`src/sv/brpe_pkg.sv`:
```
// Shared constants and types for the base relocation patch engine.
package brpe_pkg;

  localparam int unsigned ADDR_W    = 64;
  localparam int unsigned OFFS_W    = 32;
  localparam int unsigned BYTE_W    = 8;
  localparam int unsigned CFG_IDX_W = 2;

  typedef logic [1:0] phase_t;

  localparam phase_t PH_HEADER  = 2'd0;
  localparam phase_t PH_ENTRIES = 2'd1;
  localparam phase_t PH_DONE    = 2'd2;

  localparam logic [CFG_IDX_W-1:0] REG_LOAD_BASE = 2'd0;
  localparam logic [CFG_IDX_W-1:0] REG_ORIG_BASE = 2'd1;
  localparam logic [CFG_IDX_W-1:0] REG_DIR_SIZE  = 2'd2;

  localparam logic [OFFS_W-1:0] HDR_BYTES  = 32'd8;
  localparam logic [3:0]        TYPE_DIR64 = 4'd10;

endpackage

```
`src/sv/base_relocation_patch_engine.sv`:
```
// Base relocation patch engine: parses a relocation directory byte stream into patch addresses.
//
//   channel | direction | words                    | handshake
//   --------+-----------+--------------------------+-------------------
//   in_     | in        | one directory byte       | tvalid / tready
//   out_    | out       | one 64-bit patch address | tvalid / tready
//   cfg_    | in        | register index and data  | valid / ready
//
// One byte a cycle while the result is taken: a byte is registered on entry, then the parser
// state and the single 64-bit address add settle together, the address into the result
// register. Reset (rst_n low, synchronous) clears the valid flags, the configuration
// registers and the parser to the header phase at offset zero. A stalled result holds the
// parser; the entry register still takes one more byte, so in_tready drops only when both wait.
module base_relocation_patch_engine (
  input  logic                            clk,
  input  logic                            rst_n,
  input  logic                            in_tvalid,
  output logic                            in_tready,
  input  logic [brpe_pkg::BYTE_W-1:0]     in_tdata,   // [7:0] dir_byte
  input  logic [0:0]                      in_tuser,   // [0] first
  output logic                            out_tvalid,
  input  logic                            out_tready,
  output logic [brpe_pkg::ADDR_W-1:0]     out_tdata,  // [63:0] patch_addr
  input  logic                            cfg_valid,
  output logic                            cfg_ready,
  input  logic [brpe_pkg::CFG_IDX_W-1:0]  cfg_index,
  input  logic [brpe_pkg::ADDR_W-1:0]     cfg_data
);
  import brpe_pkg::*;

  logic [ADDR_W-1:0] load_base_r;
  logic [ADDR_W-1:0] orig_base_r;
  logic [OFFS_W-1:0] dir_size_r;

  logic              d_v_r;
  logic [BYTE_W-1:0] d_byte_r;
  logic              d_first_r;

  phase_t            phase_r, phase_nxt;
  logic [OFFS_W-1:0] stream_off_r, stream_off_nxt;
  logic [OFFS_W-1:0] page_off_r, page_off_nxt;
  logic [OFFS_W-1:0] block_len_r, block_len_nxt;
  logic [OFFS_W-1:0] block_pos_r, block_pos_nxt;
  logic [BYTE_W-1:0] low_byte_r, low_byte_nxt;

  logic              out_v_r, out_v_nxt;
  logic [ADDR_W-1:0] out_data_r;

  logic              out_ok;
  logic              fire;
  logic              hit;
  logic [OFFS_W-1:0] here;
  logic [OFFS_W-1:0] pos_cur;
  phase_t            phase_cur;
  logic [OFFS_W-1:0] pos_inc;
  logic [ADDR_W-1:0] patch_addr;

  assign cfg_ready  = 1'b1;
  assign out_ok     = !out_v_r || out_tready;
  assign fire       = d_v_r && out_ok;
  assign in_tready  = !d_v_r || out_ok;
  assign out_tvalid = out_v_r;
  assign out_tdata  = out_data_r;

  // configuration registers
  always_ff @(posedge clk) begin
    if (!rst_n) begin
      load_base_r <= '0;
      orig_base_r <= '0;
      dir_size_r  <= '0;
    end else if (cfg_valid && cfg_ready) begin
      case (cfg_index)
        REG_LOAD_BASE: load_base_r <= cfg_data;
        REG_ORIG_BASE: orig_base_r <= cfg_data;
        REG_DIR_SIZE:  dir_size_r  <= cfg_data[OFFS_W-1:0];
        default: ;
      endcase
    end
  end

  // entry register
  always_ff @(posedge clk) begin
    if (!rst_n) begin
      d_v_r <= 1'b0;
    end else if (in_tready) begin
      d_v_r <= in_tvalid;
    end
  end

  always_ff @(posedge clk) begin
    if (in_tready && in_tvalid) begin
      d_byte_r  <= in_tdata;
      d_first_r <= in_tuser[0];
    end
  end

  assign patch_addr = load_base_r + {{(ADDR_W-OFFS_W){1'b0}}, page_off_r}
                      + {{(ADDR_W-12){1'b0}}, d_byte_r[3:0], low_byte_r};

  // parser
  always_comb begin
    phase_nxt      = phase_r;
    stream_off_nxt = stream_off_r;
    page_off_nxt   = page_off_r;
    block_len_nxt  = block_len_r;
    block_pos_nxt  = block_pos_r;
    low_byte_nxt   = low_byte_r;
    hit            = 1'b0;

    here      = d_first_r ? '0 : stream_off_r;
    pos_cur   = d_first_r ? '0 : block_pos_r;
    phase_cur = d_first_r ? PH_HEADER : phase_r;
    pos_inc   = pos_cur + 1'b1;

    stream_off_nxt = (here == '1) ? here : here + 1'b1;
    phase_nxt      = phase_cur;
    block_pos_nxt  = pos_cur;

    case (phase_cur)
      PH_HEADER: begin
        if (pos_cur == '0 && here >= dir_size_r) begin
          phase_nxt = PH_DONE;
        end else begin
          if (!pos_cur[2]) begin
            page_off_nxt[8*pos_cur[1:0] +: 8] = d_byte_r;
          end else begin
            block_len_nxt[8*pos_cur[1:0] +: 8] = d_byte_r;
          end
          block_pos_nxt = pos_inc;
          if (pos_inc == HDR_BYTES) begin
            if (block_len_nxt < HDR_BYTES) begin
              phase_nxt = PH_DONE;
            end else if (block_len_nxt == HDR_BYTES) begin
              block_pos_nxt = '0;
            end else begin
              phase_nxt = PH_ENTRIES;
            end
          end
        end
      end
      PH_ENTRIES: begin
        if (!pos_cur[0]) begin
          low_byte_nxt = d_byte_r;
        end else begin
          hit = (d_byte_r[7:4] == TYPE_DIR64) && (load_base_r != orig_base_r);
        end
        block_pos_nxt = pos_inc;
        if (pos_inc >= block_len_r) begin
          phase_nxt     = PH_HEADER;
          block_pos_nxt = '0;
        end
      end
      default: ;
    endcase
  end

  always_ff @(posedge clk) begin
    if (!rst_n) begin
      phase_r      <= PH_HEADER;
      stream_off_r <= '0;
      page_off_r   <= '0;
      block_len_r  <= '0;
      block_pos_r  <= '0;
      low_byte_r   <= '0;
    end else if (fire) begin
      phase_r      <= phase_nxt;
      stream_off_r <= stream_off_nxt;
      page_off_r   <= page_off_nxt;
      block_len_r  <= block_len_nxt;
      block_pos_r  <= block_pos_nxt;
      low_byte_r   <= low_byte_nxt;
    end
  end

  // result register
  always_comb begin
    out_v_nxt = out_v_r;
    if (fire) begin
      out_v_nxt = hit;
    end else if (out_tready) begin
      out_v_nxt = 1'b0;
    end
  end

  always_ff @(posedge clk) begin
    if (!rst_n) begin
      out_v_r <= 1'b0;
    end else begin
      out_v_r <= out_v_nxt;
    end
  end

  always_ff @(posedge clk) begin
    if (fire && hit) begin
      out_data_r <= patch_addr;
    end
  end

`ifndef SYNTH
  a_hdr_pos: assert property (@(posedge clk) disable iff (!rst_n)
    phase_r == PH_HEADER |-> block_pos_r < HDR_BYTES)
    else $error("header position out of range");

  a_ent_pos: assert property (@(posedge clk) disable iff (!rst_n)
    phase_r == PH_ENTRIES |-> (block_pos_r >= HDR_BYTES && block_pos_r < block_len_r))
    else $error("entry position outside block");

  a_bases: assert property (@(posedge clk) disable iff (!rst_n)
    out_v_r |-> load_base_r != orig_base_r)
    else $error("patch address given with equal bases");

  a_hold: assert property (@(posedge clk) disable iff (!rst_n)
    (d_v_r && !out_ok) |=> (d_v_r && $stable(d_byte_r) && $stable(phase_r)))
    else $error("parser moved while result stalled");
`endif

endmodule

```
`config.mk`:
```
export PLATFORM = sky130hd
export DESIGN_NAME = base_relocation_patch_engine
export DESIGN_NICKNAME = d
export VERILOG_FILES = /design/src/sv/brpe_pkg.sv /design/src/sv/base_relocation_patch_engine.sv
export SDC_FILE = /design/constraint.sdc
export NUM_CORES = 1
export LEC_CHECK = 0
export ABC_CLOCK_PERIOD_IN_PS = 6200
export BUFFER_PORTS_ARGS = -buffer_cell sky130_fd_sc_hd__buf_4
export CORE_MARGIN = 2
export CORE_UTILIZATION = 55
export DETAILED_ROUTE_END_ITERATION = 10
export PLACE_DENSITY_LB_ADDON = 0.12
export SLEW_MARGIN = 20
export SYNTH_ARGS = -nofsm -noshare
export SYNTH_HDL_FRONTEND = slang
export SYNTH_SLANG_ARGS = --single-unit
```
`constraint.sdc`:
```
create_clock -name clk -period 6.2 [get_ports clk]
set_input_delay 1.55 -clock clk [delete_from_list [all_inputs] [get_ports clk]]
set_output_delay 1.55 -clock clk [all_outputs]
set_load 0.01 [all_outputs]
```
==> impl_metrics.ini, run 1 <==
[global_route]
grt_pass1_wl_um = 90100
grt_pass1_vias = 16374
grtUsageTotal_pct = 29.0
grt-ovfl-total = 0
antenna_found_initial = 2
grt_max_degree = 121

[place]
gp_congestion = 0.890
portBuffers = 145
dpl.hpwl_um = 41800

[worst_setup_path]
cp.arrival_ns = 6.10
crit_type = reg2reg
cp_top_family = simple AND/OR/NAND/NOR gates
rr_startpoint = block_pos_r[0]
critical_path_buf_inv_count = 1
startpoint = block_pos_r[0]
cp_cell_sequence = nand2b_1 > inv_2 > ha_1 > nand3_1 > or4_4 > nor2_1 > and3_1 > xnor2_1 > nor2_1 > ha_1 > nand2_1 > nor3_1 > a221o_1 > nor4_1 > o31ai_1 > or3_1 > a21oi_2 > nand2_1 > o21ai_0
cpMaxStageDelayCell = or4_4
cp-start-kind = flip-flop
crit_fanout = 12
cpPeakStageDelay_ns = 0.67
crit_path_end_kind = flip-flop
worst-endpoint-required_ns = 6.70

[clocking]
cts_buffer_depth = 3
clockRootBuffer = clkbuf_16
clk-insertion-delay-late_ns = 0.58
h-tree-depth = 2
clock_sinks = 373
numCtsBuffers = 42
cts_tree = yes
path_clk_slew_ns = 0.06

[synth]
synth_top_area_share_pct = 28.7
ys_types = 93
synth_nets = 2621
synth_top_area_cell = dfxtp_1
ys_seq_area_share_pct = 39.1
synthFlopType = dfxtp_1
ys_ff_latch = 373
postSynthCellCount = 2406
synth_area_per_cell_sq_um = 8.71
synth_edf_count = 73
yosysWarnings = 0
synth.area.top_cells = dfxtp_1, edfxtp_1, nand2_1
syn_area_sq_um = 20900
async_reset_ff_share_pct = 0

[drt]
wl_per_cell_um = 19.0
ant_nets = 0
vias = 17283
drc = 0
drtPass1Iterations = 6
drt-total-wl_um = 57500
vias_per_cell = 5.73
dr.first_iter.drc_count = 1459

[sta]
rsz0062_at_grt = false
relSlewSlack_pct = 29.7
tightest_slew_ns = 1.05
timing.final.crit_period_ns = 5.60
hold_viol_final = 0
finClkSkew_ns = 0.0196
fmax_ghz = 0.178
drv_slew = 0
setup_viol = 0
fin_setup_tns_ns = 0
fin_crit_sh_pct = 90.4

[finish]
nNetsFinal = 2687
synthToLayoutAreaGrowth_pct = 13.3
fill_cells = 3175
mostFrequentLayoutCells = nand2_1, dfxtp_1, a21boi_0
final_common_cell = nand2_1
drive_above_1_share_pct = 10.7

[run]
cap_violations = 0

[die]
num_io_pins = 147
dieWidth_um = 199
floorplan.initialDensity_pct = 55.7
die_y_um = 199
rows = 71
fp.coreArea_sq_um = 37600
die_area_sq_um = 39700

[hold_path]
hold_path.class = reg2reg
holdCritStartpoint = page_off_r[15]

[power_and_ir_drop]
totalPowerFinal_mw = 5.59
ir_worst_vdd_uv = 182
leakage_nw = 9.62
power.density_nw_per_um2 = 236

[status]
status = complete, no violations
==> sequential cells by signal (all words and copies together) (netlist names), 2 cells and up <==
name / flops
low_byte_r: 8
stream_off_r: 32
page_off_r: 32
d_byte_r: 8
dir_size_r: 32
load_base_r: 64
block_pos_r: 32
out_tdata: 64
phase_r: 2
orig_base_r: 64
block_len_r: 32
==> tightest hold or removal path, stage by stage (launching register included) <==
cell and delay, ns:
dfxtp_1 0.31, nand2_1 0.05, o21ai_0 0.05
==> repair_timing <==
item	CTS	global route
resized for setup	0	2
endpoints found under the setup margin	0	3
hold buffers	0	0
buffers inserted	0	0
hold endpoints to repair	0	0
==> cells in the mapped netlist (all sizes together), types with 67 or more instances <==
library cell    n
nand3          77
inv           106
nor2           85
a21boi        163
edfxtp         73
and2           68
dfxtp         300
clkbuf        101
nand2         469
o21ai          83
xnor2          67
xor2          113
ha            122
==> where the power goes <==
part | switching (mW) | internal [mW]
clock | 1.04 | 1.58
sequential | 0.0626 | 2.52
combinational | 0.242 | 0.149
total | 1.34 | 4.25
==> layout make-up <==
cell class | count | area (sq um) | share of cell area, %
multi-input combinational | 1788 | 11800 | 49.7
sequential | 373 | 8200 | 34.5
clock buffer | 65 | 1270 | 5.36
timing repair buffer | 161 | 1220 | 5.16
tap | 511 | 639 | 2.69
inverter | 106 | 398 | 1.68
clock inverter | 13 | 191 | 0.807
antenna | 1 | 2.50 | 0.0105
==> path summary, 6_finish.rpt <==
check / end / slack [ns] / cells after the start
min: page_off_r[15] / 0.46 / 2
min reg2reg: page_off_r[15] / 0.46 / 2
max reg2reg: block_pos_r[26] / 0.60 / 19
max: block_pos_r[26] / 0.60 / 19
==> metrics by stage <==
| stage | cells | hold slack, ns | setup WS (ns) | area (sq um) | utilization [%] |
|---|---|---|---|---|---|
| global placement | 2937 | 0.449 | 0.629 | 22200 | 59.1 |
| floorplan | 2406 | 0.440 | 0.838 | 20900 | - |
| detailed placement | 2938 | 0.457 | 0.422 | 22200 | 59.2 |
| CTS | 3016 | 0.463 | 0.413 | 23700 | 63.1 |
| global route | 3018 | 0.486 | 0.147 | 23700 | 63.1 |
| finish | 3018 | 0.459 | 0.595 | 23700 | 63.1 |
==> logic make-up (layout without fill, tap and decap cells) <==
logic type      count (synthesis)  in the layout  share of synthesized area, %
mux                            30             30                          1.44
fa+ha+maj                     135            135                          8.53
other cells                     1              2                        0.0179
compound gates                447            447                          15.1
simple gates                  995            995                          23.6
xor+xnor                      180            180                          7.53
buf+inv                       245            345                          4.66
flops                         373            373                          39.1
==> routing by layer <==
metal | part of all wire [%] | GRT usage (%) | up-vias
li1 | - | - | 8459
met1 | 44 | 38.8 | 8148
met2 | 45 | 46.9 | 564
met3 | 6.0 | 4.00 | 112
met4 | 4.2 | 12.6 | 0
met5 | 0 | 0 | -
(Power assumes the default switching activity.)
==> inputs of run 2 (changes only) <==
ABC_CLOCK_PERIOD_IN_PS = 4800   (was 6200)
BUFFER_PORTS_ARGS = -buffer_cell sky130_fd_sc_hd__buf_2   (was -buffer_cell sky130_fd_sc_hd__buf_4)
clock period = 4.8 ns   (was 6.2 ns; I/O delays follow)
==> run 2 against run 1 <==
Compared with the run above:
- sequential power rose by 29%
- utilization did not move
- worst hold slack improved by 0.00067 ns
- sequential share of layout area did not move
- critical path type unchanged
- highest routed layer unchanged
- global-route usage rose by 0.17 points
- setup slack got worse by 0.29 ns
==> impl_metrics.ini, run 2 (synthesis results as in run 1) <==
[status]
status = complete, no violations

[clocking]
cts_tree = yes
path_clk_slew_ns = 0.06
h-tree-depth = 2
cts_buffer_depth = 3
clock_sinks = 373
numCtsBuffers = 42
holdBufCountCts = 0
clk-insertion-delay-late_ns = 0.57
clockRootBuffer = clkbuf_16

[finish]
final_common_cell = nand2_1
fin_util_pct = 63.1
nNetsFinal = 2727
drive_above_1_share_pct = 12.6
synthToLayoutAreaGrowth_pct = 13.3
n_antenna_cell = 0
mostFrequentLayoutCells = nand2_1, dfxtp_1, a21boi_0

[die]
fp.coreArea_sq_um = 37600
die_y_um = 199
num_io_pins = 147
rows = 71
floorplan.initialDensity_pct = 55.7
dieWidth_um = 199
die_area_sq_um = 39700

[sta]
fin_crit_sh_pct = 93.7
timing.final.crit_period_ns = 4.50
setup_viol = 0
finClkSkew_ns = 0.0156
fmax_ghz = 0.222
hold_viol_final = 0
drv_slew = 0
fin_setup_tns_ns = 0
tightest_slew_ns = 1.08
relSlewSlack_pct = 28.2
rsz0062_at_grt = false

[place]
gp_congestion = 0.924
portBuffers = 145
dpl.hpwl_um = 42200

[drt]
ant_nets = 0
drc = 0
wl_per_cell_um = 18.9
wl_met1_um = 25800
wl_met2_um = 26500
drtPass1Iterations = 5
vias = 17333
met3_length_um = 3170
maxUsedRoutingLayer = met4
vias_per_cell = 5.67
drt-total-wl_um = 57700
dr.first_iter.drc_count = 1183

[global_route]
antenna_found_initial = 0
grt_pass1_vias = 16476
grt_max_degree = 266
grtUsageTotal_pct = 29.2
grt-ovfl-total = 0
grt_pass1_wl_um = 90600

[power_and_ir_drop]
power.density_nw_per_um2 = 301
leakage_nw = 9.73
ir_worst_vdd_uv = 216

[worst_setup_path]
crit_type = reg2reg
crit_path_end_kind = flip-flop
cpMaxStageDelayCell = or4_4
cp_cell_sequence = nand2b_1 > inv_2 > ha_2 > nand3_4 > or4_4 > nor2_4 > nand2_1 > xor2_1 > nor2_1 > ha_1 > nand3_1 > nor3_2 > a221o_1 > nor4_4 > buf_4 > o31ai_2 > or3_4 > a21oi_2 > nand2_1 > o21ai_0
cpPeakStageDelay_ns = 0.51
crit_fanout = 6
worst-endpoint-required_ns = 5.28
cp.arrival_ns = 4.98
cp_common_cell = nand2_1
cp-start-kind = flip-flop

[hold_path]
hold_path.class = reg2reg

[run]
cap_violations = 0
-- run 2: routing by layer --
| metal | global-route usage [%] | vias to the layer above |
|---|---|---|
| li1 | - | 8547 |
| met1 | 38.7 | 8183 |
| met2 | 48.1 | 488 |
| met3 | 4.17 | 115 |
| met4 | 11.2 | 0 |
| met5 | 0 | - |
-- run 2: repair_timing --
item                       in CTS  in global routing
setup endpoints to repair       1                 33
gates resized for setup         1                  7
setup buffers                   0                  5
cloned                          0                  0
hold endpoints to repair        0                  0
pin swaps                       0                  1
-- run 2: final cells by class --
cell class	instances	area, sq um
Clock buffer	62	1270
Clock inverter	15	154
Fill cell	3251	13800
Inverter	106	398
Multi-Input combinational cell	1788	11900
Sequential cell	373	8200
Tap cell	511	639
Timing Repair Buffer	201	1180
-- run 2: final timing paths --
path / startpoint / endpoint / cells after the start / slack (ns)
max: d_first_r / block_pos_r[28] / 20 / 0.30
min: page_off_r[15] / page_off_r[15] / 2 / 0.46
max reg2reg: d_first_r / block_pos_r[28] / 20 / 0.30
min reg2reg: page_off_r[15] / page_off_r[15] / 2 / 0.46
-- run 2: worst max-delay path, delay by kind of cell, from the launching register on --
| family | cells | cell delay (ns) |
|---|---|---|
| xor gates and xnor gates | 1 | 0.14 |
| AOI/OAI and AO/OA | 4 | 0.82 |
| buffers and inverters | 2 | 0.23 |
| DFF | 1 | 0.49 |
| and+or+nand+nor | 11 | 2.21 |
| adders and majority gates | 2 | 0.51 |
-- run 2: power breakdown --
group	switching (mW)	internal, mW	total, mW
logic	0.328	0.189	0.517
clock network	1.34	1.95	3.30
registers	0.0727	3.25	3.32
total	1.74	5.39	7.14
-- run 2: stage by stage --
stage | hold slack [ns] | power, mW | area (sq um) | std cells | setup slack [ns]
5_1_grt | 0.479 | 7.36 | 23700 | 3056 | 0.00367
6_report | 0.460 | 7.14 | 23700 | 3056 | 0.302
3_3_place_gp | 0.449 | 3.89 | 22200 | 2973 | 0.148
2_1_floorplan | 0.440 | 3.69 | 21000 | 2406 | 0.0321
3_5_place_dp | 0.455 | 3.89 | 22200 | 2974 | 0.0205
4_1_cts | 0.466 | 7.18 | 23600 | 3051 | 0.113
==> inputs of run 3 (changes only) <==
MAX_ROUTING_LAYER = met4   (was unset)
RECOVER_POWER = 25   (was unset)
==> run 3 against run 2 <==
Compared with the run above:
- the run now ends with max-capacitance violations, max-slew violations left
- via count is 0.42% higher
- worst hold slack improved by 0.0010 ns
- clock power down 1%
- critical path depth did not move
- first-iteration DRC count increased by 0.93%
- cell area decreased by 0.36%
- non-clock buffer count grew 1
- routed wire length is 0.22% higher
- clock skew about the same
- global-route usage is 0.98 points higher
- critical path type unchanged
- largest cell class unchanged
==> impl_metrics.ini, run 3 (synthesis results as in run 1) <==
[hold_path]
holdCritStartpoint = page_off_r[12]
holdPathEnd = page_off_r[12]
hold_path.class = reg2reg
hold_depth = 2

[global_route]
grt_max_degree = 211
grt_pass1_vias = 16551
grt-ovfl-total = 0
grt_pass1_wl_um = 90800
antenna_found_initial = 0
grtUsageTotal_pct = 30.2

[drt]
drtPass1Iterations = 5
ant_nets = 0
vias = 17405
drc = 0
vias_per_cell = 5.70
wl_per_cell_um = 18.9
drt-total-wl_um = 57800
dr.first_iter.drc_count = 1194

[clocking]
cts_buffer_depth = 3
clk-insertion-delay-late_ns = 0.56
numCtsBuffers = 41
path_clk_slew_ns = 0.06
holdBufCountCts = 0
h-tree-depth = 2
clock_sinks = 373
clockRootBuffer = clkbuf_16
cts_tree = yes

[finish]
mostFrequentLayoutCells = nand2_1, dfxtp_1, a21boi_0
final_common_cell = nand2_1
drive_above_1_share_pct = 12.1
post-route-cell-area_sq_um = 23600
synthToLayoutAreaGrowth_pct = 12.9
n_antenna_cell = 0
fin_util_pct = 62.9
nNetsFinal = 2727
fill_cells = 3200
fin_cells = 3054

[worst_setup_path]
crit_path_end_kind = flip-flop
reg2reg_slack_ns = 0.22
crit_type = reg2reg
cp.arrival_ns = 5.07
worst-endpoint-required_ns = 5.29
r2r-end = block_pos_r[16]
cp-start-kind = flip-flop
rr_startpoint = d_first_r
crit_fanout = 13
reg2regPathDepth = 20

[die]
die_area_sq_um = 39700
num_io_pins = 147
rows = 71
floorplan.initialDensity_pct = 55.7
dieWidth_um = 199
fp.coreArea_sq_um = 37600
die_y_um = 199

[place]
dpl_worst_slack_ns = 0.153
portBuffers = 145
place_inst = 2980
placed_area_sq_um = 22300
gp_congestion = 0.991
dpl.hpwl_um = 42400

[sta]
fmax_ghz = 0.218
relSlewSlack_pct = -133
hold_viol_final = 0
tightest_slew_ns = 3.50
setup_slack_ns = 0.220
finClkSkew_ns = 0.0154
fin_setup_tns_ns = 0
drv_slew = 341
setup_viol = 0
hold_ws_ns = 0.461
fin_crit_sh_pct = 95.4
rsz0062_at_grt = false
timing.final.crit_period_ns = 4.58

[power_and_ir_drop]
power.density_nw_per_um2 = 300
ir_worst_vdd_uv = 238
totalPowerFinal_mw = 7.10
leakage_nw = 9.68

[run]
cap_violations = 3

[status]
status = finished with violations
violations = max-capacitance violations, max-slew violations
run 3: worst max path at each step:
stage               cells after the start      start               to
global placement                       20  d_first_r  block_pos_r[15]
global route                           21  d_first_r   block_pos_r[2]
finish                                 20  d_first_r  block_pos_r[16]
CTS                                    20  d_first_r  block_pos_r[16]
floorplan                              22  d_first_r  block_pos_r[15]
detailed placement                     20  d_first_r  block_pos_r[16]
run 3: layer usage:
layer  track usage (%)  wire [um]
met1              38.8      25400
met2              46.3      25600
met3              3.97       3480
met4              16.2       3250
met5                 -          0
run 3: timing repair:
item / CTS / global route
setup buffers: 0 / 0
endpoints found under the setup margin: 0 / 23
gates resized for setup: 0 / 1
run 3: worst max-delay path, stage by stage, from the launching register on:
cell      delay (ns)
edfxtp_1        0.50
nand2b_1        0.22
inv_2           0.08
ha_2            0.23
nand3_2         0.13
or4_4           0.50
nor2_4          0.15
and3_1          0.19
xnor2_1         0.06
nor2_1          0.23
ha_1            0.28
nand2_1         0.06
nor3_1          0.05
a221o_1         0.32
nor4_2          0.36
buf_4           0.17
o31ai_1         0.07
or3_4           0.38
a21oi_4         0.23
buf_12          0.18
a22o_1          0.13
run 3: area by class of cell:
cell class                 count  area [sq um]  area share (%)
timing repair buffer         202          1170            4.97
multi-input combinational   1788         11800            50.1
tap                          511           639            2.70
inverter                     106           398            1.68
clock buffer                  56          1190            5.05
clock inverter                18           200           0.847
sequential                   373          8200            34.7
run 3: power by group:
part,internal (mW),leakage [nW],switching (mW)
Sequential,3.25,3.12,0.0731
Combinational,0.194,5.88,0.327
Clock,1.96,0.682,1.30
